<file path="config.mk">
export PLATFORM = sky130hd
export DESIGN_NAME = gkc_div_cell
export DESIGN_NICKNAME = d
export VERILOG_FILES = /design/src/rtl/gkc_pkg.sv /design/src/rtl/gkc_div_cell.sv
export SDC_FILE = /design/constraint.sdc
export NUM_CORES = 1
export LEC_CHECK = 0
export BUFFER_PORTS_ARGS = -buffer_cell sky130_fd_sc_hd__buf_2
export CAP_MARGIN = 20
export CORE_MARGIN = 2
export CORE_UTILIZATION = 33
export CTS_CLUSTER_SIZE = 24
export DETAILED_ROUTE_END_ITERATION = 6
export MAX_ROUTING_LAYER = met4
export PLACE_DENSITY = 0.56
export SLEW_MARGIN = 20
export SYNTH_ARGS = -nofsm -noshare
export SYNTH_HDL_FRONTEND = slang
export SYNTH_SLANG_ARGS = --single-unit
</file>
<file path="constraint.sdc">
create_clock -name clk -period 2.94 [get_ports clk]
set_clock_uncertainty 0.15 [all_clocks]
set_input_delay 0.441 -clock clk [delete_from_list [all_inputs] [get_ports clk]]
set_output_delay 0.441 -clock clk [all_outputs]
set_load 0.02 [all_outputs]
</file>
<file path="src/rtl/gkc_pkg.sv">
// Shared constants, types and functions of the Gabor kernel coefficient core.
`default_nettype none

package gkc_pkg;

  localparam int MAX_SIDE = 64;
  localparam int SIDE_W = $clog2(MAX_SIDE + 1);
  localparam int XT_W = SIDE_W + 1;
  localparam int COORD_W = 6;

  localparam int CFG_IDX_W = 3;
  localparam int CFG_DATA_W = 16;

  localparam int CW = 19;
  localparam int CORDIC_STEPS = 16;
  localparam int STEP_W = $clog2(CORDIC_STEPS);
  localparam logic signed [CW-1:0] CORDIC_START = 19'sd39797;
  localparam logic [18:0] TWO_PI_Q16 = 19'd411775;
  localparam logic [15:0] THETA_TO_TURN = 16'd41722;
  localparam logic [21:0] PSI_TO_TURN = 22'd2670205;

  localparam int ROT_W = 25;
  localparam int DIV_W = 28;
  localparam int DIVN_W = 32;
  localparam int NUM_W = 56;
  localparam int E_W = 20;

  localparam logic [15:0] LN2_Q16 = 16'd45426;
  localparam logic [E_W-1:0] ENV_LIMIT = 20'd786432;
  localparam int LN2_STEPS = 17;
  localparam int N_W = 5;
  localparam int EXP_ORDER = 6;
  localparam logic [16:0] EXP_ONE = 17'd65536;

  typedef enum logic [CFG_IDX_W-1:0] {
    REG_KERNEL_WIDTH  = 3'd0,
    REG_KERNEL_HEIGHT = 3'd1,
    REG_WAVELENGTH    = 3'd2,
    REG_ORIENTATION   = 3'd3,
    REG_PHASE_OFFSET  = 3'd4,
    REG_SPREAD        = 3'd5,
    REG_ASPECT_RATIO  = 3'd6
  } cfg_reg_t;

  typedef struct packed {
    logic signed [CW-1:0] x;
    logic signed [CW-1:0] y;
    logic signed [CW-1:0] z;
    logic                 flip;
  } cordic_t;

  typedef struct packed {
    logic [DIV_W-1:0]  rem;
    logic [DIVN_W-1:0] num;
  } div_t;

  typedef struct packed {
    logic [15:0] r;
    logic [16:0] p;
  } exp_t;

  function automatic logic signed [CW-1:0] atan_q16(input logic [STEP_W-1:0] i);
    logic signed [CW-1:0] a;
    case (i)
      4'd0:    a = 19'sd51472;
      4'd1:    a = 19'sd30385;
      4'd2:    a = 19'sd16055;
      4'd3:    a = 19'sd8150;
      4'd4:    a = 19'sd4091;
      4'd5:    a = 19'sd2047;
      4'd6:    a = 19'sd1024;
      4'd7:    a = 19'sd512;
      4'd8:    a = 19'sd256;
      4'd9:    a = 19'sd128;
      4'd10:   a = 19'sd64;
      4'd11:   a = 19'sd32;
      4'd12:   a = 19'sd16;
      4'd13:   a = 19'sd8;
      4'd14:   a = 19'sd4;
      default: a = 19'sd2;
    endcase
    return a;
  endfunction

  // Folds a turn angle into the right half plane and sets up the rotation.
  function automatic cordic_t cordic_init(input logic [15:0] turn);
    logic signed [16:0] t;
    logic [14:0] mag;
    logic [33:0] prod;
    logic [17:0] zmag;
    cordic_t c;
    c.flip = 1'b0;
    t = $signed({1'b0, turn});
    if (turn >= 16'd16384 && turn < 16'd49152) begin
      t = $signed({1'b0, turn}) - 17'sd32768;
      c.flip = 1'b1;
    end else if (turn >= 16'd49152) begin
      t = $signed({1'b1, turn});
    end
    mag = t[16] ? 15'(-t) : 15'(t);
    prod = 34'(mag) * 34'(TWO_PI_Q16);
    zmag = prod[33:16];
    c.z = t[16] ? -$signed({1'b0, zmag}) : $signed({1'b0, zmag});
    c.x = CORDIC_START;
    c.y = '0;
    return c;
  endfunction

  function automatic logic [24:0] exp_recip(input logic [2:0] k);
    logic [24:0] m;
    case (k)
      3'd2:    m = 25'd8388608;
      3'd3:    m = 25'd5592405;
      3'd4:    m = 25'd4194304;
      3'd5:    m = 25'd3355443;
      3'd6:    m = 25'd2796202;
      default: m = 25'd16777216;
    endcase
    return m;
  endfunction

endpackage

`default_nettype wire

</file>
<file path="src/rtl/gkc_div_cell.sv">
// One registered quotient bit of a restoring long division chain.
`default_nettype none

module gkc_div_cell (
  input  logic                     clk,
  input  logic                     en,
  input  logic [gkc_pkg::DIV_W-1:0] divisor,
  input  gkc_pkg::div_t            d,
  output gkc_pkg::div_t            q
);
  import gkc_pkg::*;

  logic [DIV_W-1:0] sh;
  logic [DIV_W:0]   diff;
  div_t             q_next;

  always_comb begin
    sh = {d.rem[DIV_W-2:0], d.num[DIVN_W-1]};
    diff = {1'b0, sh} - {1'b0, divisor};
    if (!diff[DIV_W]) begin
      q_next.rem = diff[DIV_W-1:0];
      q_next.num = {d.num[DIVN_W-2:0], 1'b1};
    end else begin
      q_next.rem = sh;
      q_next.num = {d.num[DIVN_W-2:0], 1'b0};
    end
  end

  always_ff @(posedge clk) begin
    if (en) begin
      q <= q_next;
    end
  end

endmodule

`default_nettype wire

</file>
* Yosys cells after proc, flatten, opt, wreduce, memory -nomap -nowiden
Index checks and enable logic that the tools add are counted.
** Storage, ports and cells
- Memories :: 0
- Bits in read-only memories :: 0
- Register bits after elaboration :: 60
- Output and inout bits :: 60
- Input port bits :: 90
- RAM bits :: 0
- Logic and storage cells :: 4
- Bits in latches :: 0
** Operators by class
- $lt $le $gt $ge :: 0
- Shifts and indexed selects :: 0
- Mux-type cells :: 1
- Reductions and logical operators :: 0
- Add/subtract/negate cells :: 1
- Bitwise operators :: 0
- Divide/modulo/power cells :: 0
- Equality and inequality tests :: 0
- Multipliers :: 0
** Operator list (count)
- 60-bit 2-to-1 mux :: 1
- 28-bit by 28-bit subtractor with 29-bit output :: 1

* Longest topological paths before layout
- Depth after elaboration :: 2
- Mapped depth :: 13
- Mapped depth without buffers :: 12

* Worst setup path after synthesis
OpenSTA, ideal clock, no wires.
- Kind :: input to register
- Start point :: in d[31] (netlist bit)
- End point :: reg q[57] (netlist bit), data pin
- Cell stages on the path :: 11
- Slack :: 0.125 ns
- Data arrival time :: 2.534 ns
- Setup time :: 0.131 ns
- Path buffers :: 0
- Required time :: 2.659 ns
- Cells stage by stage :: inv_1 ha_1 fa_1 nand2b_1 a21oi_1 o21ai_1 nand3_2 a31oi_2 o21a_4 or4b_1 nand2_1
** RTL lines
- start, declared :: line gkc_div_cell.sv:8 : input gkc_pkg::div_t d,
- end signal, assigned :: line gkc_div_cell.sv:31 : q <= q_next;
- end, declared :: line gkc_div_cell.sv:9 : output gkc_pkg::div_t q

==> summary.txt <==
Status
  • Status: completed

Setup path
  • Worst Path Required: 2.99 ns
  • Critical Path Source Type: primary input
  • Crit. End Element: flip-flop
  • CP arrival: 2.78 ns
  • Critical path class: in -> reg
  • Crit Path Max Fanout: 4

Layout
  • Area occupied by multi-input gates: 1750 sq um
  • Nets: between 600 and 700
  • Ant. Diodes: 0
  • Area grow syn2layout: 37.5%
  • Most frequent cells in the layout: buf_2 (148), edfxtp_1 (60), a21oi_1 (45), inv_1 (37), nor2_1 (36)
  • Seq. cell area: 1800 sq um
  • Biggest register: q
  • Biggest regs: q (60)
  • Max reg flops: 60
  • Most common cell after layout, fill and taps aside: buf_2
  • Share of cells above drive strength 1: 0.367
  • # fillers: 1107

Synth
  • Syn Nets: about 490
  • Yosys top cell by area: edfxtp_1
  • Synth cell types: 52
  • Post-synthesis cell count: ~370
  • Async SR Flop Fraction: 0
  • Synth Cell Area: 3770 sq um
  • Synth top area share: 0.478
  • Sequential fraction of the synthesis area: 0.478
  • Synth warn: 0
  • Largest cells by area after synthesis: edfxtp_1 (48%), ha_1 (9.3%), a21oi_1 (6.0%)
  • EDFF count, synth: 60
  • Most used DFF post-synth: edfxtp_1
  • #FFs+latches synth: 60
  • Post-synthesis average cell area: 10.1 sq um

Drt
  • Post-DRT Antenna Nets: 0
  • DRT iter0 DRCs: about 140
  • Vias/cell: between 4 and 5
  • DRT Pass-1 Iters: 4
  • Drt wl/cell: 13.8 microns
  • Total number of vias: 3400
  • Total Routed Length: slightly below 10 mm
  • DRC viols: 0

Die
  • Row count: 39
  • Die Wd: around 110 microns
  • Initial core utilization: 0.334
  • Die H: between 100 and 150 microns
  • Die area: roughly 12000 sq um
  • IO Pins: 150
  • Core area: roughly 11000 sq um

Placement
  • Pre-CTS setup slack: -0.118 ns
  • RD Place Congestion: a little under 0.9
  • IO buf count: 148
  • Dpl hpwl: ~7.6 mm

Hold path
  • Hold Path Class: in -> reg
  • Hold path start: d[6]
  • Hold Path Depth: 1
  • WHS Endpoint: q[7]

Global routing
  • Initial antenna violation count: 0
  • First-pass GRT wire length: ~16 mm
  • Largest net degree at the start of global routing: 39
  • Total gr overflow: 0
  • Total GRT Usage: 0.163
  • Vias in the first global route: between 3000 and 4000

CTS
  • CTS Hold Bufs: 0
  • Clk sink count: 60
  • CTS tree: yes
  • Root buffer cell: clkbuf_16
  • Max Root-Sink Buffers: 2
  • H-tree levels: 3
  • Worst-path clk slew: roughly 0.060 ns
  • Cts bufs inserted: 9

Pwr
  • Sw Share: 0.285
  • Internal cell power: ~2100 uW
  • Clock share of power: 0.371
  • Comb power frac: 0.266
  • Total leakage power: roughly 0.0025 uW
  • Switching power: 849 uW
  • Sequential power share: 0.363
  • Power Density: between 500 and 600 nW/um^2
  • VDD IR max: 0.335 mV

Timing
  • Worst hold slack: approximately 0.15 ns
  • Final setup violation count: 0
  • Fmax: between 0.3 and 0.4 GHz
  • Tmin final: 2.73 ns
  • Slew @ Worst Pin: approximately 0.58 ns
  • Final Hold Fails: 0
  • Fin crit share: 0.929
  • Final Max Slew Viols: 0
  • Unrepaired setup endpoints after global routing: no
  • Setup total negative slack: 0 ns
  • Worst slew margin: 0.606
  • Final WS setup: 0.210 ns

Flow run
  • Number of max-cap violations: 0
[repair_timing]
action / CTS / global route
endpoints found under the setup margin: 0 / 1
resized for setup: 0 / 1
setup buffers: 0 / 0
[routing by layer]
metal,global-route usage,vias to the layer above,share of wire
met5,-,-,0
met4,0.0475,0,0.011
met3,0.0334,7,0.053
met2,0.270,122,0.49
met1,0.202,1564,0.45
li1,-,1707,-
[layout make-up]
type,count,share of cell area
flip-flops and latches,60,0.347
multi-input cells,261,0.337
repair buffers,178,0.194
clock buffers,11,0.0449
well taps,143,0.0345
inverters,38,0.0275
clock inverters,5,0.0147
[synth_stat cells, types with 2 or more instances]
cell       number
edfxtp_1       60
a21oi_1        45
inv_1          37
nor2_1         36
ha_1           28
nand2_1        27
o21ai_0        19
a21o_1         14
xor2_1         11
buf_2          10
nand4_1         8
xnor2_1         8
and3_1          5
nand2b_1        5
o31ai_1         5
clkbuf_1        4
a21boi_0        3
a31oi_1         3
nor2b_1         3
o2111ai_1       3
o211ai_1        3
a21oi_2         2
nand3_1         2
nor4b_1         2
o21ai_1         2
o21bai_1        2
or3_1           2
[kinds of logic (layout without fill, tap and decap cells)]
| group | count (synthesis) | after routing | synth area share |
|---|---|---|---|
| AOI/OAI and AO/OA | 114 | 114 | 0.194 |
| and+or+nand+nor | 99 | 99 | 0.128 |
| DFF | 60 | 60 | 0.478 |
| buffers and inverters | 53 | 232 | 0.0581 |
| adders and majority gates | 29 | 29 | 0.0982 |
| xor gates and xnor gates | 19 | 19 | 0.0441 |
[worst max-delay path, cell delays in order]
cell and delay [ns]:
buf_2 0.09, inv_1 0.04, ha_1 0.20, fa_1 0.39
nand2b_1 0.18, a21oi_1 0.22, o21ai_1 0.16, nand3_2 0.11
a31oi_2 0.11, o21a_4 0.24, or4b_1 0.52, nand2_1 0.08
[power by group through the flow]
stage | sequential [uW] | clock (uW) | combinational [uW]
2_1_floorplan | 1220 | 0 | 359
3_3_place_gp | 1100 | 0 | 785
3_5_place_dp | 1100 | 0 | 791
4_1_cts | 1080 | 1130 | 796
5_1_grt | 1090 | 1170 | 871
6_report | 1080 | 1100 | 791
[worst max-delay path by stage]
stage	startpoint	slack, ns	endpoint	depth (start not counted)
finish	d[31]	0.21	q[57]	12
global route	d[31]	0.05	q[46]	13
CTS	d[31]	0.21	q[57]	12
detailed placement	d[31]	-0.12	q[57]	12
global placement	d[31]	-0.12	q[46]	13
floorplan	d[31]	0.12	q[57]	11
[stage by stage]
| step | instance area, sq um | power (uW) | std cells | utilization |
|---|---|---|---|---|
| after floorplan | 3770 | 1580 | 374 | - |
| after global placement | 4880 | 1880 | 680 | 0.433 |
| after detailed placement | 4880 | 1890 | 680 | 0.433 |
| after CTS | 5180 | 3010 | 696 | 0.460 |
| after global routing | 5180 | 3130 | 696 | 0.460 |
| final | 5180 | 2970 | 696 | 0.460 |
No activity file was read; power rests on OpenSTA's default activity.
