### config.mk
export PLATFORM = sky130hd
export DESIGN_NAME = gkc_cordic_cell
export DESIGN_NICKNAME = d
export VERILOG_FILES = /design/src/rtl/gkc_pkg.sv /design/src/rtl/gkc_cordic_cell.sv
export SDC_FILE = /design/constraint.sdc
export NUM_CORES = 1
export LEC_CHECK = 0
export ABC_AREA = 1
export BUFFER_PORTS_ARGS = -buffer_cell sky130_fd_sc_hd__buf_2
export CAP_MARGIN = 20
export CORE_ASPECT_RATIO = 1.75
export CORE_MARGIN = 2
export CORE_UTILIZATION = 50
export CTS_BUF_LIST = sky130_fd_sc_hd__clkbuf_16
export CTS_CLUSTER_DIAMETER = 60
export DETAILED_ROUTE_END_ITERATION = 8
export GPL_ROUTABILITY_DRIVEN = 0
export PLACE_DENSITY_LB_ADDON = 0.2
export SYNTH_ARGS = -nofsm -noshare
export SYNTH_HDL_FRONTEND = slang
export SYNTH_SLANG_ARGS = --single-unit
### constraint.sdc
create_clock -name clk -period 9.2 [get_ports clk]
set_clock_uncertainty 0.1 [all_clocks]
set_input_delay 1.84 -clock clk [delete_from_list [all_inputs] [get_ports clk]]
set_output_delay 1.84 -clock clk [all_outputs]
set_load 0.02 [all_outputs]
### src/rtl/gkc_pkg.sv
// Shared constants, types and functions of the Gabor kernel coefficient core.
`default_nettype none

package gkc_pkg;

  localparam int MAX_SIDE = 64;
  localparam int SIDE_W = $clog2(MAX_SIDE + 1);
  localparam int XT_W = SIDE_W + 1;
  localparam int COORD_W = 6;

  localparam int CFG_IDX_W = 3;
  localparam int CFG_DATA_W = 16;

  localparam int CW = 19;
  localparam int CORDIC_STEPS = 16;
  localparam int STEP_W = $clog2(CORDIC_STEPS);
  localparam logic signed [CW-1:0] CORDIC_START = 19'sd39797;
  localparam logic [18:0] TWO_PI_Q16 = 19'd411775;
  localparam logic [15:0] THETA_TO_TURN = 16'd41722;
  localparam logic [21:0] PSI_TO_TURN = 22'd2670205;

  localparam int ROT_W = 25;
  localparam int DIV_W = 28;
  localparam int DIVN_W = 32;
  localparam int NUM_W = 56;
  localparam int E_W = 20;

  localparam logic [15:0] LN2_Q16 = 16'd45426;
  localparam logic [E_W-1:0] ENV_LIMIT = 20'd786432;
  localparam int LN2_STEPS = 17;
  localparam int N_W = 5;
  localparam int EXP_ORDER = 6;
  localparam logic [16:0] EXP_ONE = 17'd65536;

  typedef enum logic [CFG_IDX_W-1:0] {
    REG_KERNEL_WIDTH  = 3'd0,
    REG_KERNEL_HEIGHT = 3'd1,
    REG_WAVELENGTH    = 3'd2,
    REG_ORIENTATION   = 3'd3,
    REG_PHASE_OFFSET  = 3'd4,
    REG_SPREAD        = 3'd5,
    REG_ASPECT_RATIO  = 3'd6
  } cfg_reg_t;

  typedef struct packed {
    logic signed [CW-1:0] x;
    logic signed [CW-1:0] y;
    logic signed [CW-1:0] z;
    logic                 flip;
  } cordic_t;

  typedef struct packed {
    logic [DIV_W-1:0]  rem;
    logic [DIVN_W-1:0] num;
  } div_t;

  typedef struct packed {
    logic [15:0] r;
    logic [16:0] p;
  } exp_t;

  function automatic logic signed [CW-1:0] atan_q16(input logic [STEP_W-1:0] i);
    logic signed [CW-1:0] a;
    case (i)
      4'd0:    a = 19'sd51472;
      4'd1:    a = 19'sd30385;
      4'd2:    a = 19'sd16055;
      4'd3:    a = 19'sd8150;
      4'd4:    a = 19'sd4091;
      4'd5:    a = 19'sd2047;
      4'd6:    a = 19'sd1024;
      4'd7:    a = 19'sd512;
      4'd8:    a = 19'sd256;
      4'd9:    a = 19'sd128;
      4'd10:   a = 19'sd64;
      4'd11:   a = 19'sd32;
      4'd12:   a = 19'sd16;
      4'd13:   a = 19'sd8;
      4'd14:   a = 19'sd4;
      default: a = 19'sd2;
    endcase
    return a;
  endfunction

  // Folds a turn angle into the right half plane and sets up the rotation.
  function automatic cordic_t cordic_init(input logic [15:0] turn);
    logic signed [16:0] t;
    logic [14:0] mag;
    logic [33:0] prod;
    logic [17:0] zmag;
    cordic_t c;
    c.flip = 1'b0;
    t = $signed({1'b0, turn});
    if (turn >= 16'd16384 && turn < 16'd49152) begin
      t = $signed({1'b0, turn}) - 17'sd32768;
      c.flip = 1'b1;
    end else if (turn >= 16'd49152) begin
      t = $signed({1'b1, turn});
    end
    mag = t[16] ? 15'(-t) : 15'(t);
    prod = 34'(mag) * 34'(TWO_PI_Q16);
    zmag = prod[33:16];
    c.z = t[16] ? -$signed({1'b0, zmag}) : $signed({1'b0, zmag});
    c.x = CORDIC_START;
    c.y = '0;
    return c;
  endfunction

  function automatic logic [24:0] exp_recip(input logic [2:0] k);
    logic [24:0] m;
    case (k)
      3'd2:    m = 25'd8388608;
      3'd3:    m = 25'd5592405;
      3'd4:    m = 25'd4194304;
      3'd5:    m = 25'd3355443;
      3'd6:    m = 25'd2796202;
      default: m = 25'd16777216;
    endcase
    return m;
  endfunction

endpackage

`default_nettype wire

### src/rtl/gkc_cordic_cell.sv
// One registered rotation step of the sine and cosine CORDIC chain.
`default_nettype none

module gkc_cordic_cell (
  input  logic                      clk,
  input  logic                      en,
  input  logic [gkc_pkg::STEP_W-1:0] step,
  input  gkc_pkg::cordic_t          d,
  output gkc_pkg::cordic_t          q
);
  import gkc_pkg::*;

  cordic_t q_next;

  always_comb begin
    q_next = d;
    if (!d.z[CW-1]) begin
      q_next.x = d.x - ($signed(d.y) >>> step);
      q_next.y = d.y + ($signed(d.x) >>> step);
      q_next.z = d.z - atan_q16(step);
    end else begin
      q_next.x = d.x + ($signed(d.y) >>> step);
      q_next.y = d.y - ($signed(d.x) >>> step);
      q_next.z = d.z + atan_q16(step);
    end
  end

  always_ff @(posedge clk) begin
    if (en) begin
      q <= q_next;
    end
  end

endmodule

`default_nettype wire

# ---- Yosys cells after proc, flatten, opt, wreduce, memory -nomap -nowiden
# Memories as Yosys holds them, arrays and structs flattened.
# Cells that the tools add are included.
# W data, S select, Z words.
dict set report totals {
  word_cells 17
  inputBits 64
  n_memories 2
  out_inout_bits 58
  mem_bits_ro 512
  ff_bits 58
}
# name depth word_bits read_ports rd_clocked_by_memory_dff wr line
set memory_table {}
lappend memory_table {{(name not given)} 16 16 1 0 0 gkc_pkg.sv:64} ;# case (i)
lappend memory_table {{(name not given)} 16 16 1 0 0 gkc_pkg.sv:64}
dict set report classes {
  addsub 6
  shifts 2
  mux 3
}
# op count
set ops {}
lappend ops {{$add A19 B19 Y19} 3}
lappend ops {{$mux W57} 1}
lappend ops {{$sub A19 B19 Y19} 3}
lappend ops {{$mux W19} 2}
lappend ops {{$sshr A19 B4 Y19} 2}

# ---- Logic depth before layout (Yosys ltp)
# Gate-level depths: netlist of run 1.
# An unclocked memory read counts as a cell.
dict set report logic_depth {
  depth_word 4
  mapped_depth 25
  depth_no_buf 24
}

# ---- Least setup slack after synthesis of run 1
# Ideal clock, no wire load.
dict set report synth_path {
  path_kind {input -> register}
  start {input port step[2] (netlist name)}
  end {register q[35] (netlist name), data pin}
  setup_ns 0.252
  n_path_buf 1
  path_stages 20
  arrival_time_ns 4.670
  required_ns 8.848
  setup_slack_ns 4.177
  cell_sequence {buf_6 -> nor2_1 -> o21ai_0 -> o211ai_1 -> nand2_1 -> ha_1 -> nand2_1 -> nor2_1 -> nand2_1 -> o21ai_1 -> xor2_1 -> ha_1 -> nand2_1 -> nor2_1 -> inv_1 -> o21ai_0 -> a21oi_1 -> or2_2 -> nand3_1 -> nand2_1}
}
# element line
set synth_rtl {}
lappend synth_rtl {{start, declared} gkc_cordic_cell.sv:7} ;# input logic [gkc_pkg::STEP_W-1:0] step,
lappend synth_rtl {{end signal, assigned} gkc_cordic_cell.sv:30} ;# q <= q_next;
lappend synth_rtl {{end, declared} gkc_cordic_cell.sv:9} ;# output gkc_pkg::cordic_t q

==> run metrics, run 1 <==
nature of the critical path endpoint flop; Max Slew Vio Count 0; post-cts sizing count 0; data required time of the worst path slightly above 9 ns; worst hold path type primary input to flop; Final setup viols 0; Hold Path Origin d[0]; hold_buf cts 0; Avg Cell Area, Syn 6.65 µm²; Post-synth EDFFs 58; setup tns final 0 ns; # H-tree levels 3; minimum clock period 6.41 ns; Final ANT Viol Nets 0; WHS Path Cells 1; Rel. slew slack 0.303; commonest cells in the netlist nand2_1, nand3_1, inv_1, nor2_1; Synth warnings 0; CP startpoint step[1]; Mapped Nets 1277; top post-synthesis cells by area edfxtp_1, nand2_1, ha_1, nand3_1, xor2_1; Vias per Instance around 5.6; Final Hold Viols 0; drt first-iter violations 530; Main synth FF type edfxtp_1; setup ws final 2.79 ns; Filler Cells Inserted 1527; VDD IR-drop max 0.000100 V; # clock sinks 58; Layout area overhead 12.2%; total leakage power 4.31 nW; Fin Hold WS 1.59 ns; fin util 0.574; synthesized cell area approximately 0.0076 mm²; Post-synth ARST share 0; initial antenna violation count 0; PD cells 174 mW/mm²; Initial Util 0.512; Slew @ Worst Pin 1.04 ns; biggest regs q: 58 flops; Finished Layout Cells 1430; GRT Overall Usage 0.260; max reg flops 58; Cells after Synth 1141; cell taking the most area after synthesis edfxtp_1; RSZ-0062 raised after global routing no; die height 167 µm; setup slack at placement 2.51 ns; Final HPWL DP roughly 17 mm; Fmax 0.156 GHz; Final period util 0.697; Die ar. around 0.016 mm²; Die Wd 97.1 µm; nets@finish between 1k and 1.5k; total CTS buffers 9; largest net degree at the start of global routing 59; WL per Instance 15.5 µm; gr ovfl total 0; Clock Pin Slew Worst Setup and Hold Paths approximately 0.06 ns; Power Total around 1.5 mW; Ant. Diodes 0; Vias 8068; Cells after DPL 1414; final wirelength 22.1 mm; synth unique cells 42; first-pass GRT wire length 34.4 mm; CTS Buffer Depth 2; element type at the critical path start primary input; clock tree root buffer cell clkbuf_16; CTS tree built; Setup Buffers After CTS 0; Yosys top cell area share 0.229; TritonRoute pass-1 iters 6; sequential element share of the synthesized area 0.229; # rows 59; dpl cell area 0.00823 mm²; IO Pins ~120; most frequent cell after synthesis nand2_1; Yosys reg bits 58; hold endpoint q[0]; share of cells above drive strength 1 0.128; largest reg by FF count q; status completed; DRC errors left 0; final instance area 0.00852 mm²; core area 0.0148 mm²; Crit Path Max Fanout 36; crit path kind primary input to flop; # port buffers between 100 and 150; max cap viols 0; worst path arrival time 6.38 ns; number of global-route vias before repair roughly 7.6k
[routing by layer]
| metal | vias up | share of wire | global-route usage |
|---|---|---|---|
| met2 | 264 | 0.53 | 0.503 |
| met3 | 88 | 0.042 | 0.0281 |
| li1 | 4023 | - | - |
| met4 | 0 | 0.062 | 0.152 |
| met1 | 3693 | 0.37 | 0.263 |
| met5 | - | 0 | 0 |
[placed cells by master, fill, tap and decap left out, drive strengths merged, types with 3 or more instances in the layout]
master,netlist,layout
nand2,360,360
nand3,173,173
buf,31,123
inv,105,106
nor2,75,75
a21oi,72,72
ha,69,69
xor2,64,64
edfxtp,58,58
o21ai,48,48
xnor2,22,22
nand4,11,11
o211ai,10,10
clkbuf,2,9
nor3,9,9
nand3b,5,5
o21bai,5,5
o31ai,4,4
o311ai,3,3
or2,3,3
fa,3,3
clkinv,0,3
[cell type report]
| cell class | instances | area (µm²) | share of cell area |
|---|---|---|---|
| multi-input combinational | 945 | 5240 | 0.615 |
| tap | 183 | 229 | 0.0269 |
| sequential | 58 | 1740 | 0.204 |
| timing repair buffer | 123 | 621 | 0.0729 |
| clock buffer | 9 | 225 | 0.0264 |
| clock inverter | 7 | 61.3 | 0.00720 |
| inverter | 105 | 399 | 0.0469 |
[report_power, final]
group	switching, mW	leakage, nW	internal (mW)
Sequential	0.0145	0.568	0.392
Clock	0.130	0.138	0.206
Combinational	0.481	3.60	0.255
[kinds of logic after synthesis]
logic type	Yosys count	share of synthesized area
simple gates	639	0.359
compound gates	148	0.111
buf+inv	138	0.0801
xor+xnor	86	0.0992
fa+ha+maj	72	0.122
flops	58	0.229
[worst max path at each step]
| stage | endpoint | slack, ns | cells past startpoint |
|---|---|---|---|
| after floorplan | q[35] | 4.18 | 20 |
| after global placement | q[19] | 2.59 | 19 |
| after detailed placement | q[19] | 2.51 | 19 |
| after CTS | q[19] | 2.86 | 19 |
| after global routing | q[38] | 2.42 | 22 |
| final | q[19] | 2.79 | 19 |
[critical path, stage by stage]
cell and delay [ns]:
buf_2 0.53, inv_1 0.68, ha_1 0.51, nand2_1 0.14, nand2_1 0.15, inv_1 0.11
ha_1 0.17, nand3_1 0.10, nor2_1 0.21, nand3_1 0.18, nand2_1 0.13, nand2_1 0.10
xor2_1 0.16, ha_1 0.38, nand2_1 0.07, nor3_1 0.34, nand2_1 0.08, o311ai_0 0.37
xor2_1 0.12
Power figures use the tool's default switching activity.
==> inputs of run 2 (changes only) <==
Clock period 9.2 ns to 5.65 ns, I/O delays scaled along.
==> run 2 against run 1 <==
Die area unchanged. Power up 63%. First-iteration DRC count rose by 15%. Sequential share of layout area down 0.22 points. Utilization rose by 0.62 points. Sequential cell count unchanged. Hold slack worse by 0.72 ns. Combinational power increased by 66%. Wire length rose by 2.8%. Clock power increased by 59%.
==> run metrics, run 2 (same netlist as run 1, synthesis figures left out) <==
# clock sinks 58 (unchanged); Final ANT Viol Nets 0 (unchanged); # H-tree levels 3 (unchanged); worst hold path type primary input to flop; TritonRoute pass-1 iters 6 (unchanged); clock tree root buffer cell clkbuf_16; Cells after DPL 1427 (+0.92%); Vias per Instance 5.61 (-0.51%); CP max stage delay 0.51 ns (-0.17 ns); met2 Use GR 0.529 (+0.0257); # port buffers 121 (unchanged); GR peak layer met2; PD cells 280 mW/mm² (+61%); VDD IR-drop max 0.000165 V (+65%); final wirelength 22.7 mm (+2.8%); Crit Path Max Fanout 28 (-22%); gr ovfl total 0 (unchanged); minimum clock period 4.95 ns; RSZ-0062 raised after global routing no; Power Total 2.41 mW (+63%); Layout area overhead 13.4%; first-pass GRT wire length 36.5 mm (+6.0%); core area 0.0148 mm² (unchanged); most used cell, CP nand2_1; dpl cell area 0.00833 mm² (+1.2%); Fmax 0.202 GHz; grt met3 use 0.0323 (+0.00420); Setup Buffers After CTS 0 (unchanged); worst path arrival time 4.94 ns (-1.44 ns); max cap viols 0 (unchanged); Slew @ Worst Pin 0.778 ns (-0.266 ns); crit path kind primary input to flop; Die Wd 97.1 µm (unchanged); IO Pins 122 (unchanged); largest net degree at the start of global routing 59 (unchanged); CTS Buffer Depth 2 (unchanged); DRC errors left 0 (unchanged); Rel. slew slack 0.481 (+0.178); final instance area 0.00861 mm² (+1.1%); Slowest-stage cell, CP o311ai_0; Initial Util 0.512 (unchanged); Clock Pin Slew Worst Setup and Hold Paths 0.06 ns (about the same); total CTS buffers 9 (unchanged); Final setup viols 0 (unchanged); Die ar. 0.0162 mm² (unchanged); total leakage power 4.36 nW (+1.3%); setup tns final 0 ns (unchanged); most frequent cells in the layout nand2_1, nand3_1, buf_2; post-cts sizing count 0 (unchanged); Final Hold Viols 0 (unchanged); biggest regs q: 58 flops; Finished Layout Cells 1443 (+0.91%); Vias 8100 (+0.40%); # rows 59 (unchanged); Max Slew Vio Count 0 (unchanged); Ant. Diodes 0 (unchanged); met1 GRT Util 0.283 (+0.0200); drt first-iter violations 612 (+15%); commonest non-fill, non-tap cell in the layout nand2_1; die height 167 µm (unchanged); element type at the critical path start primary input; CTS tree built; hold_buf cts 0 (unchanged); nature of the critical path endpoint flop; share of cells above drive strength 1 0.139 (+0.0114); worst-path cell chain buf_2 -> inv_1 -> buf_4 -> nand3_1 -> nand3_1 -> o21ai_1 -> o21ai_2 -> ha_1 -> nand2_1 -> nor2_1 -> nand2_1 -> o21ai_2 -> o21ai_1 -> nand2_1 -> nand2_1 -> ha_1 -> inv_1 -> nor3_1 -> nand2_1 -> o311ai_0 -> inv_1 -> nand2_1 -> nand2_1; Final HPWL DP 18.3 mm (+5.0%); data required time of the worst path 5.64 ns (-3.53 ns); Final period util 0.876; WL per Instance 15.7 µm (+1.9%); number of global-route vias before repair 7900 (+3.6%); initial antenna violation count 0 (unchanged); GRT Overall Usage 0.278 (+0.0172); largest reg by FF count q; max reg flops 58 (unchanged); nets@finish 1391 (+0.94%); status completed
run 2: cell types whose count changed in the layout (fill, tap and decap cells not counted):
cell,delta
inv_6,+1
inv_1,-1
bufinv_16,-1
clkinv_1,-2
clkinv_4,+3
buf_4,+13
run 2: power breakdown:
group	total, mW	internal [mW]	switching, mW
logic	1.22	0.424	0.793
registers	0.661	0.638	0.0234
clock network	0.534	0.300	0.234
total	2.41	1.36	1.05
run 2: worst paths after layout:
check	slack, ns	cells after the start	from	endpoint
setup / recovery	0.70	23	step[1]	q[38]
hold / removal	0.87	1	d[0]	q[0]
run 2: worst max-delay path: cells and delay by family:
family / cells / cell delay [ns]
compound gates: 5 / 1.15
simple gates: 11 / 1.26
fa+ha+maj: 2 / 0.56
buf+inv: 5 / 0.84
run 2: metrics by stage:
stage / hold WS, ns / worst slack (ns) / utilization
detailed placement: 1.22 / 0.478 / 0.561
finish: 0.874 / 0.703 / 0.580
floorplan: 1.13 / 1.34 / -
CTS: 0.871 / 0.816 / 0.580
global route: 0.865 / 0.266 / 0.580
global placement: 1.22 / 0.520 / 0.561
run 2: final cells by class:
| type | count | area, µm² |
|---|---|---|
| clock buffer | 9 | 225 |
| clock inverter | 7 | 55.1 |
| fill | 1456 | 6230 |
| inverter | 105 | 399 |
| multi-input combinational | 945 | 5240 |
| sequential | 58 | 1740 |
| tap | 183 | 229 |
| timing repair buffer | 136 | 718 |
run 2: metal layers:
layer	vias up	routed length [µm]
met5	-	0
met3	83	935
met1	3674	8340
met4	0	1430
li1	4062	-
met2	281	12000
