<file path="src/rtl/gkc_pkg.sv">
// Shared constants, types and functions of the Gabor kernel coefficient core.
`default_nettype none

package gkc_pkg;

  localparam int MAX_SIDE = 64;
  localparam int SIDE_W = $clog2(MAX_SIDE + 1);
  localparam int XT_W = SIDE_W + 1;
  localparam int COORD_W = 6;

  localparam int CFG_IDX_W = 3;
  localparam int CFG_DATA_W = 16;

  localparam int CW = 19;
  localparam int CORDIC_STEPS = 16;
  localparam int STEP_W = $clog2(CORDIC_STEPS);
  localparam logic signed [CW-1:0] CORDIC_START = 19'sd39797;
  localparam logic [18:0] TWO_PI_Q16 = 19'd411775;
  localparam logic [15:0] THETA_TO_TURN = 16'd41722;
  localparam logic [21:0] PSI_TO_TURN = 22'd2670205;

  localparam int ROT_W = 25;
  localparam int DIV_W = 28;
  localparam int DIVN_W = 32;
  localparam int NUM_W = 56;
  localparam int E_W = 20;

  localparam logic [15:0] LN2_Q16 = 16'd45426;
  localparam logic [E_W-1:0] ENV_LIMIT = 20'd786432;
  localparam int LN2_STEPS = 17;
  localparam int N_W = 5;
  localparam int EXP_ORDER = 6;
  localparam logic [16:0] EXP_ONE = 17'd65536;

  typedef enum logic [CFG_IDX_W-1:0] {
    REG_KERNEL_WIDTH  = 3'd0,
    REG_KERNEL_HEIGHT = 3'd1,
    REG_WAVELENGTH    = 3'd2,
    REG_ORIENTATION   = 3'd3,
    REG_PHASE_OFFSET  = 3'd4,
    REG_SPREAD        = 3'd5,
    REG_ASPECT_RATIO  = 3'd6
  } cfg_reg_t;

  typedef struct packed {
    logic signed [CW-1:0] x;
    logic signed [CW-1:0] y;
    logic signed [CW-1:0] z;
    logic                 flip;
  } cordic_t;

  typedef struct packed {
    logic [DIV_W-1:0]  rem;
    logic [DIVN_W-1:0] num;
  } div_t;

  typedef struct packed {
    logic [15:0] r;
    logic [16:0] p;
  } exp_t;

  function automatic logic signed [CW-1:0] atan_q16(input logic [STEP_W-1:0] i);
    logic signed [CW-1:0] a;
    case (i)
      4'd0:    a = 19'sd51472;
      4'd1:    a = 19'sd30385;
      4'd2:    a = 19'sd16055;
      4'd3:    a = 19'sd8150;
      4'd4:    a = 19'sd4091;
      4'd5:    a = 19'sd2047;
      4'd6:    a = 19'sd1024;
      4'd7:    a = 19'sd512;
      4'd8:    a = 19'sd256;
      4'd9:    a = 19'sd128;
      4'd10:   a = 19'sd64;
      4'd11:   a = 19'sd32;
      4'd12:   a = 19'sd16;
      4'd13:   a = 19'sd8;
      4'd14:   a = 19'sd4;
      default: a = 19'sd2;
    endcase
    return a;
  endfunction

  // Folds a turn angle into the right half plane and sets up the rotation.
  function automatic cordic_t cordic_init(input logic [15:0] turn);
    logic signed [16:0] t;
    logic [14:0] mag;
    logic [33:0] prod;
    logic [17:0] zmag;
    cordic_t c;
    c.flip = 1'b0;
    t = $signed({1'b0, turn});
    if (turn >= 16'd16384 && turn < 16'd49152) begin
      t = $signed({1'b0, turn}) - 17'sd32768;
      c.flip = 1'b1;
    end else if (turn >= 16'd49152) begin
      t = $signed({1'b1, turn});
    end
    mag = t[16] ? 15'(-t) : 15'(t);
    prod = 34'(mag) * 34'(TWO_PI_Q16);
    zmag = prod[33:16];
    c.z = t[16] ? -$signed({1'b0, zmag}) : $signed({1'b0, zmag});
    c.x = CORDIC_START;
    c.y = '0;
    return c;
  endfunction

  function automatic logic [24:0] exp_recip(input logic [2:0] k);
    logic [24:0] m;
    case (k)
      3'd2:    m = 25'd8388608;
      3'd3:    m = 25'd5592405;
      3'd4:    m = 25'd4194304;
      3'd5:    m = 25'd3355443;
      3'd6:    m = 25'd2796202;
      default: m = 25'd16777216;
    endcase
    return m;
  endfunction

endpackage

`default_nettype wire

</file>
<file path="src/rtl/gkc_exp_cell.sv">
// One three-stage Horner step of the exponential polynomial.
`default_nettype none

module gkc_exp_cell (
  input  logic          clk,
  input  logic          en,
  input  logic [2:0]    k,
  input  gkc_pkg::exp_t d,
  output gkc_pkg::exp_t q
);
  import gkc_pkg::*;

  logic [32:0] prod_rp;
  logic [40:0] prod_m;
  logic [18:0] rem;
  logic [15:0] quo;

  logic [15:0] r_a;
  logic [15:0] v_a;
  logic [15:0] r_b;
  logic [15:0] v_b;
  logic [15:0] q0_b;

  always_comb begin
    prod_rp = 33'(d.r) * 33'(d.p);
    prod_m = 41'(v_a) * 41'(exp_recip(k));
    rem = 19'(v_b) - 19'(q0_b) * 19'(k);
    quo = (rem >= 19'(k)) ? q0_b + 16'd1 : q0_b;
  end

  always_ff @(posedge clk) begin
    if (en) begin
      r_a <= d.r;
      v_a <= prod_rp[31:16];
      r_b <= r_a;
      v_b <= v_a;
      q0_b <= prod_m[39:24];
      q.r <= r_b;
      q.p <= EXP_ONE - {1'b0, quo};
    end
  end

endmodule

`default_nettype wire

</file>
<file path="config.mk">
export PLATFORM = sky130hd
export DESIGN_NAME = gkc_exp_cell
export DESIGN_NICKNAME = d
export VERILOG_FILES = /design/src/rtl/gkc_pkg.sv /design/src/rtl/gkc_exp_cell.sv
export SDC_FILE = /design/constraint.sdc
export NUM_CORES = 1
export LEC_CHECK = 0
export ABC_AREA = 1
export BUFFER_PORTS_ARGS = -buffer_cell sky130_fd_sc_hd__clkbuf_2
export CORE_ASPECT_RATIO = 0.8
export CORE_MARGIN = 1.5
export CORE_UTILIZATION = 34
export CTS_BUF_LIST = sky130_fd_sc_hd__clkbuf_8 sky130_fd_sc_hd__clkbuf_16
export CTS_CLUSTER_DIAMETER = 100
export DETAILED_ROUTE_END_ITERATION = 10
export MAX_ROUTING_LAYER = met4
export SETUP_SLACK_MARGIN = 0.02
export SLEW_MARGIN = 20
export SYNTH_ARGS = -nofsm -noshare
export SYNTH_HDL_FRONTEND = slang
export SYNTH_SLANG_ARGS = --single-unit
</file>
<file path="constraint.sdc">
create_clock -name clk -period 9.05 [get_ports clk]
set_input_delay 1.3575 -clock clk [delete_from_list [all_inputs] [get_ports clk]]
set_output_delay 1.3575 -clock clk [all_outputs]
set_load 0.01 [all_outputs]
</file>
[Word-level counts from Yosys, hierarchy flattened]
Cells that the tools add are included.
Cells by class
  $add $sub $neg: 3
  multipliers: 3
  $lt $le $gt $ge: 1
  equal/unequal tests: 5
  multiplexer cells: 2
Operators with widths (count)
  $pmux 25 s5: 1
  $mul 16x25->40: 1
  $mul 16x17->32: 1
  $ge 19x3->1: 1
  $mul 16x3->19: 1
  $sub 16x19->19: 1
  $sub 17x16->17 const A: 1
  $add 16x1->16 const B: 1
  $mux 16: 1
  $eq 3x3->1 const B: 3
  $eq 3x2->1 const B: 2
Word-level totals
  register bits after elaboration: 113
  input port bits: 38

[Depth between registers and ports, before layout]
Gate-level depths: netlist (run 1).
  word-level depth: 5
  gate-level depth with buffers: 32
  gate-level depth less buffers: 30

[Worst setup path before layout (run 1)]
Ideal clock, no wire load.
  path type: input -> register
  start point: input k[1]
  end point: register q0_b[14] (data pin)
  setup time: 0.262 ns
  data arrival time: 6.972 ns
  required time: 8.788 ns
  path slack: 1.817 ns
  stages on the path: 30
  path buffers: 2
  cell sequence: buf_4 -> inv_2 -> nor3_2 -> inv_1 -> nand2_2 -> inv_1 -> clkbuf_1 -> nor2_1 -> inv_1 -> fa_1 -> inv_1 -> fa_1 -> inv_1 -> fa_1 -> fa_1 -> inv_1 -> fa_1 -> inv_1 -> fa_1 -> inv_1 -> ha_1 -> nand2_1 -> nor2_1 -> nand2_1 -> nor4_1 -> nand2_1 -> o211ai_1 -> a21oi_1 -> o21ai_1 -> xor2_1
Between the ends
  cells in the longest elaborated chain, start to end: 3
  elaborated cells between the ends (all ways): 7
  those cells by class: mul (1); eq/ne (5); mux (1)
Ends and longest elaborated chain
  start: declaration: RTL line gkc_exp_cell.sv:7  | input logic [2:0] k,
  $eq 3x3->1 or $eq 3x2->1 (tied branches): RTL line gkc_pkg.sv:111  | case (k)
  $pmux 25 s5 (*): RTL line gkc_pkg.sv:111
  $mul 16x25->40 (*): RTL line gkc_exp_cell.sv:26  | prod_m = 41'(v_a) * 41'(exp_recip(k));
  via prod_m[38]: RTL line gkc_exp_cell.sv:14  | logic [40:0] prod_m;
  end signal: assignment: RTL line gkc_exp_cell.sv:37  | q0_b <= prod_m[39:24];
  end: declaration: RTL line gkc_exp_cell.sv:22  | logic [15:0] q0_b;
The timed path passes the listed nets; every way through them passes the cells marked *.
A chain may end at the register's enable or synchronous reset.

[Final worst setup path (run 1)]
  start point: input k[2]
  end point: register q0_b[14] (data pin)
The elaborated chain is that of the path after synthesis.

==> results.py, run 1 <==
metrics = {
    "run_status": {
        "outcome": "completed",
    },
    "critical_path": {
        "cp-end-kind": "flip-flop",
        "path_max_fanout": 15,
        "reg2regPathDepth": 21,
        "crit_path_start_kind": "primary input",
        "worstPathRequired_ns": 9.23,
        "path_class": "primary input to flip-flop",
        "arrival_ns": 8.18,
    },
    "die": {
        "fp.dieArea_um2": 70600,
        "start_util": 0.346,
        "die_w_um": 297,
        "core_area_um2": 67700,
        "row_count": 85,
        "pin_count": 71,
        "die_height_um": 238,
    },
    "timing": {
        "fin_crit_sh": 0.884,
        "tightest_slew_ns": 0.901,
        "fin_setup_tns_ns": 0,
        "period_needed_ns": 8.00,
        "finalMaxSlewViolations": 0,
        "report.final.setup_viol": 0,
        "clock_skew_ns": 0.0131,
        "timing.hold.ws_ns": 0.416,
        "slew_headroom": 0.400,
        "hold_violations": 0,
        "fmax_mhz": 125,
        "rsz0062_at_grt": "no",
    },
    "grt": {
        "antenna_found_initial": 1,
        "grt_max_degree": 66,
        "grt_overflow": 0,
        "track_usage": 0.182,
        "grt_pass1_vias": 17700,
        "grt_first_pass_wirelength_um": 97100,
    },
    "clock_tree": {
        "post_cts_resized": 0,
        "cts_setup_buffers": 0,
        "ctsHoldBuffers": 0,
        "clock_path_buffers": 2,
        "clkSlewWorstSetupHoldPaths_ns": 0.06,
        "cts_sinks": 113,
        "cts_root_buffer": "clkbuf_16",
        "clk_latency_ns": 0.44,
        "numCtsBuffers": 17,
        "htreeDepth": 4,
        "cts_tree": "done",
    },
    "worst_hold_path": {
        "holdPathStages": 0,
        "hp-class": "flip-flop to flip-flop",
    },
    "finish": {
        "area_delta_synth_final_pct": 7.81,
        "mostFrequentLayoutCells": "791 x inv_1, 650 x nand2_1, 417 x fa_1",
        "layout_commonest_cell": "inv_1",
        "drive_gt1_frac": 0.0492,
        "nNetsFinal": 3541,
    },
    "run": {
        "drv_cap": 0,
    },
    "synth": {
        "ys_seq_area_frac": 0.145,
        "synth_edf_count": 113,
        "synthFlopType": "edfxtp_1",
        "synth_top_area_cell": "fa_1",
        "yosys.area.top_type_share": 0.356,
        "ys_types": 42,
        "syn-num-nets": 3523,
        "syn_inst": 2834,
        "synth_seq_cells": 113,
        "synth_area_um2": 23500,
        "synthArstFlopShare": 0,
        "postSynthAreaPerCell_um2": 8.27,
        "synthTopCellsByArea": "fa_1 36%, edfxtp_1 14%, inv_1 13%",
        "ys.warnings.count": 0,
    },
    "placed_design": {
        "place_hpwl_um": 50200,
        "gp_congestion": 0.929,
        "io_buffers": 70,
    },
    "detailed_routing": {
        "drt_iter0_drc": 1442,
        "drtPass1Iterations": 7,
        "vias_per_cell": 4.63,
        "vias": 17500,
        "drc": 0,
        "antenna_left": 0,
        "avgRoutedWirePerCell_um": 15.9,
        "drt_wl_total_um": 60000,
    },
}
critical path, cell delays in order:
cell and delay, ns:
clkbuf_2 0.30, inv_1 0.15, nor3_2 0.31, inv_1 0.31, nand2_2 0.21, inv_1 0.25
nor2_1 0.25, inv_1 0.09, fa_1 0.50, inv_1 0.07, fa_1 0.59, inv_1 0.07
fa_1 0.52, inv_1 0.10, fa_1 0.45, fa_1 0.55, fa_1 0.44, ha_1 0.43
nand2_1 0.13, nor2_1 0.17, nand2_1 0.09, nor4_1 0.17, nand2_1 0.08, o211ai_1 0.16
a21oi_1 0.17, o21ai_1 0.17, xor2_1 0.08
per-stage QoR:
| stage | std cells | util | instance area (um^2) | setup slack [ns] |
|---|---|---|---|---|
| final | 3779 | 0.373 | 25300 | 1.05 |
| after global routing | 3779 | 0.373 | 25300 | 0.490 |
| after CTS | 3778 | 0.373 | 25300 | 1.09 |
| after detailed placement | 3746 | 0.365 | 24700 | 0.641 |
| after global placement | 3746 | 0.365 | 24700 | 0.820 |
| after floorplan | 2834 | - | 23500 | 1.82 |
state kept, by name, indices dropped and copies added, names as in the netlist:
signal / count
v_b: 16
v_a: 16
r_b: 16
q: 33
q0_b: 16
r_a: 16
worst paths after layout:
| check | from | slack (ns) | endpoint |
|---|---|---|---|
| setup / recovery | k[2] | 1.05 | q0_b[14] |
| hold / removal | r_a[2] | 0.42 | r_b[2] |
| setup reg to reg | v_a[1] | 2.90 | q0_b[14] |
| hold reg to reg | r_a[2] | 0.42 | r_b[2] |
cells by family (layout without fill, tap and decap cells):
kind of cell,count (synthesis),after routing,synth area share
fa+ha+maj,651,651,0.481
other cells,0,1,0
buf+inv,873,904,0.140
simple gates,958,958,0.168
compound gates,167,167,0.0394
flops,113,113,0.145
xor+xnor,72,72,0.0269
layer usage:
layer,routed length (um),vias up,part of all wire,track usage
li1,-,8409,-,-
met1,30500,8509,0.51,0.275
met2,24400,541,0.41,0.256
met3,4440,48,0.074,0.0331
met4,650,0,0.011,0.0271
met5,0,-,0,-
area by class of cell:
class,instances,area (um^2)
diodes,1,2.50
clock inverters,15,159
fillers,6968,42500
inverters,793,2980
multi-input cells,1848,16800
clock buffers,17,425
well taps,913,1140
repair buffers,79,420
flip-flops and latches,113,3390
cells in the mapped netlist, types with 9 or more instances:
library cell,instances
nor3_1,27
nand2_1,650
edfxtp_1,113
nand4_1,17
a21oi_1,90
nor2_1,157
fa_1,417
xnor2_1,19
nand3_1,62
nand3b_1,9
ha_1,234
o21ai_0,38
xor2_1,53
nand2_2,11
clkbuf_1,73
inv_1,791
Power of run 1 is not shown: default switching activity piles up to over one toggle a cycle in this logic, so the estimate is an artifact.
==> run 2, diff against run 1 <==
--- a/config.mk
+++ b/config.mk
@@ -7,3 +7,3 @@
 export LEC_CHECK = 0
-export ABC_AREA = 1
+export ABC_AREA = 0
 export BUFFER_PORTS_ARGS = -buffer_cell sky130_fd_sc_hd__clkbuf_2
@@ -21 +21,2 @@
 export SYNTH_SLANG_ARGS = --single-unit
+export TNS_END_PERCENT = 20
--- a/constraint.sdc
+++ b/constraint.sdc
@@ -3,2 +3,2 @@
 set_output_delay 1.3575 -clock clk [all_outputs]
-set_load 0.01 [all_outputs]
+set_load 0.02 [all_outputs]
==> run 2 against run 1 <==
Net effect:
- cell area decreased by 5.0%
- fmax fell by 4.7%
- area after synthesis shrank 5.9%
- cell count shrank 15%
- register-to-register slack got worse by 1.3 ns
- global-route usage is 0.18 points lower
- critical endpoint is now q0_b[15]
- largest cell class unchanged
- highest routed layer unchanged
==> results.py, run 2 <==
metrics = {
    "grt": {
        "antenna_found_initial": 2,
        "grt_max_degree": 66,
        "grt_overflow": 0,
        "grt_pass1_vias": 16700,
        "track_usage": 0.180,
        "grt_first_pass_wirelength_um": 90100,
    },
    "critical_path": {
        "crit_buf_inv": 6,
        "cp-end-kind": "flip-flop",
        "path_max_fanout": 14,
        "path_class": "primary input to flip-flop",
        "cp_top_family": "adder cells",
        "critPathMostFrequentCell": "fa_1",
        "reg2regPathDepth": 25,
        "path_depth": 28,
        "critPathMaxStageDelay_ns": 0.68,
        "arrival_ns": 8.57,
        "cpMaxStageDelayCell": "fa_1",
        "crit_path_start_kind": "primary input",
        "worstPathRequired_ns": 9.22,
    },
    "finish": {
        "top_register": "q",
        "area_delta_synth_final_pct": 8.84,
        "utilization": 0.374,
        "mostFrequentLayoutCells": "552 x inv_1, 417 x fa_1, 284 x nand2_1",
        "layout_commonest_cell": "inv_1",
        "drive_gt1_frac": 0.0606,
        "nNetsFinal": 3018,
        "largest_reg_flops": 33,
    },
    "clock_tree": {
        "clkSlewWorstSetupHoldPaths_ns": 0.05,
        "htreeDepth": 4,
        "cts_root_buffer": "clkbuf_16",
        "post_cts_resized": 0,
        "cts_tree": "done",
        "clock_path_buffers": 2,
        "ctsHoldBuffers": 0,
        "cts_setup_buffers": 0,
        "clk_latency_ns": 0.43,
        "cts_sinks": 113,
        "numCtsBuffers": 17,
    },
    "detailed_routing": {
        "vias_per_cell": 4.85,
        "antenna_left": 0,
        "drt_wl_total_um": 56100,
        "drt_iter0_drc": 1048,
        "drtPass1Iterations": 5,
        "drc": 0,
        "avgRoutedWirePerCell_um": 17.6,
        "vias": 15500,
    },
    "worst_hold_path": {
        "holdPathStages": 0,
        "hp-class": "flip-flop to flip-flop",
    },
    "timing": {
        "report.final.setup_viol": 0,
        "hold_violations": 0,
        "clock_skew_ns": 0.0115,
        "slew_headroom": 0.433,
        "finalMaxSlewViolations": 0,
        "fin_crit_sh": 0.928,
        "tightest_slew_ns": 0.851,
        "period_needed_ns": 8.40,
        "fmax_mhz": 119,
        "rsz0062_at_grt": "no",
        "fin_setup_tns_ns": 0,
    },
    "die": {
        "row_count": 83,
        "fp.dieArea_um2": 66500,
        "pin_count": 71,
        "die_height_um": 231,
        "start_util": 0.344,
        "core_area_um2": 64200,
        "die_w_um": 288,
    },
    "synth": {
        "ys_seq_area_frac": 0.154,
        "syn_inst": 2289,
        "synthFlopType": "edfxtp_1",
        "ys.warnings.count": 0,
        "synthTopCellsByArea": "fa_1 38%, edfxtp_1 15%, ha_1 13%",
        "synth_top_area_cell": "fa_1",
        "yosysMostFrequentCell": "inv_1",
        "postSynthAreaPerCell_um2": 9.64,
        "synth_area_um2": 22100,
        "synthArstFlopShare": 0,
        "synth_commonest_cells": "550 x inv_1, 417 x fa_1, 284 x nand2_1, 234 x ha_1, 176 x and2_1",
        "synth_seq_cells": 113,
        "ys_types": 70,
        "yosys.area.top_type_share": 0.378,
        "syn-num-nets": 2978,
        "synth_edf_count": 113,
    },
    "placed_design": {
        "gp_congestion": 0.935,
        "place_hpwl_um": 46600,
        "io_buffers": 70,
    },
    "run_status": {
        "outcome": "completed",
    },
    "run": {
        "drv_cap": 0,
    },
}
==> run 2: area by class of cell <==
type                            instances  area (um^2)
Tap cell                              850         1060
Clock buffer                           17          425
Multi-Input combinational cell       1550        16300
Antenna cell                            2         5.00
Fill cell                            6435        40200
Clock inverter                         15          193
Timing Repair Buffer                   96          548
Sequential cell                       113         3390
Inverter                              551         2070
==> run 2: metrics by stage <==
stage | setup slack [ns] | cell area [um^2] | std cells | hold slack, ns
finish | 0.651 | 24000 | 3194 | 0.414
CTS | 0.677 | 24000 | 3192 | 0.416
global route | 0.154 | 24000 | 3193 | 0.419
detailed placement | 0.239 | 23400 | 3160 | 0.405
global placement | 0.389 | 23400 | 3160 | 0.400
floorplan | 0.826 | 22100 | 2289 | 0.400
==> run 2: layer usage <==
metal | vias to the layer above | part of all wire | track usage
met5 | - | 0 | -
met4 | 0 | 0.015 | 0.0368
met3 | 69 | 0.075 | 0.0410
met2 | 460 | 0.45 | 0.276
met1 | 7836 | 0.46 | 0.244
li1 | 7126 | - | -
==> run 2: worst paths after layout <==
kind,from,endpoint,slack (ns)
max,k[2],q0_b[15],0.65
min reg2reg,r_a[6],r_b[6],0.41
min,r_a[6],r_b[6],0.41
max reg2reg,v_a[2],q0_b[15],1.59
==> run 2: logic make-up (layout without fill, tap and decap cells) <==
family | Yosys count | after routing | share of synthesized area
adder cells (fa/ha/maj) | 651 | 651 | 0.511
AND/OR/NAND/NOR | 651 | 651 | 0.145
buffers and inverters | 626 | 679 | 0.107
AO/OA/AOI/OAI | 168 | 168 | 0.0518
flip-flops | 113 | 113 | 0.154
XOR/XNOR | 74 | 74 | 0.0294
multiplexers | 6 | 6 | 0.00283
other | 0 | 2 | 0
Power of run 2 is left out for the same reason.
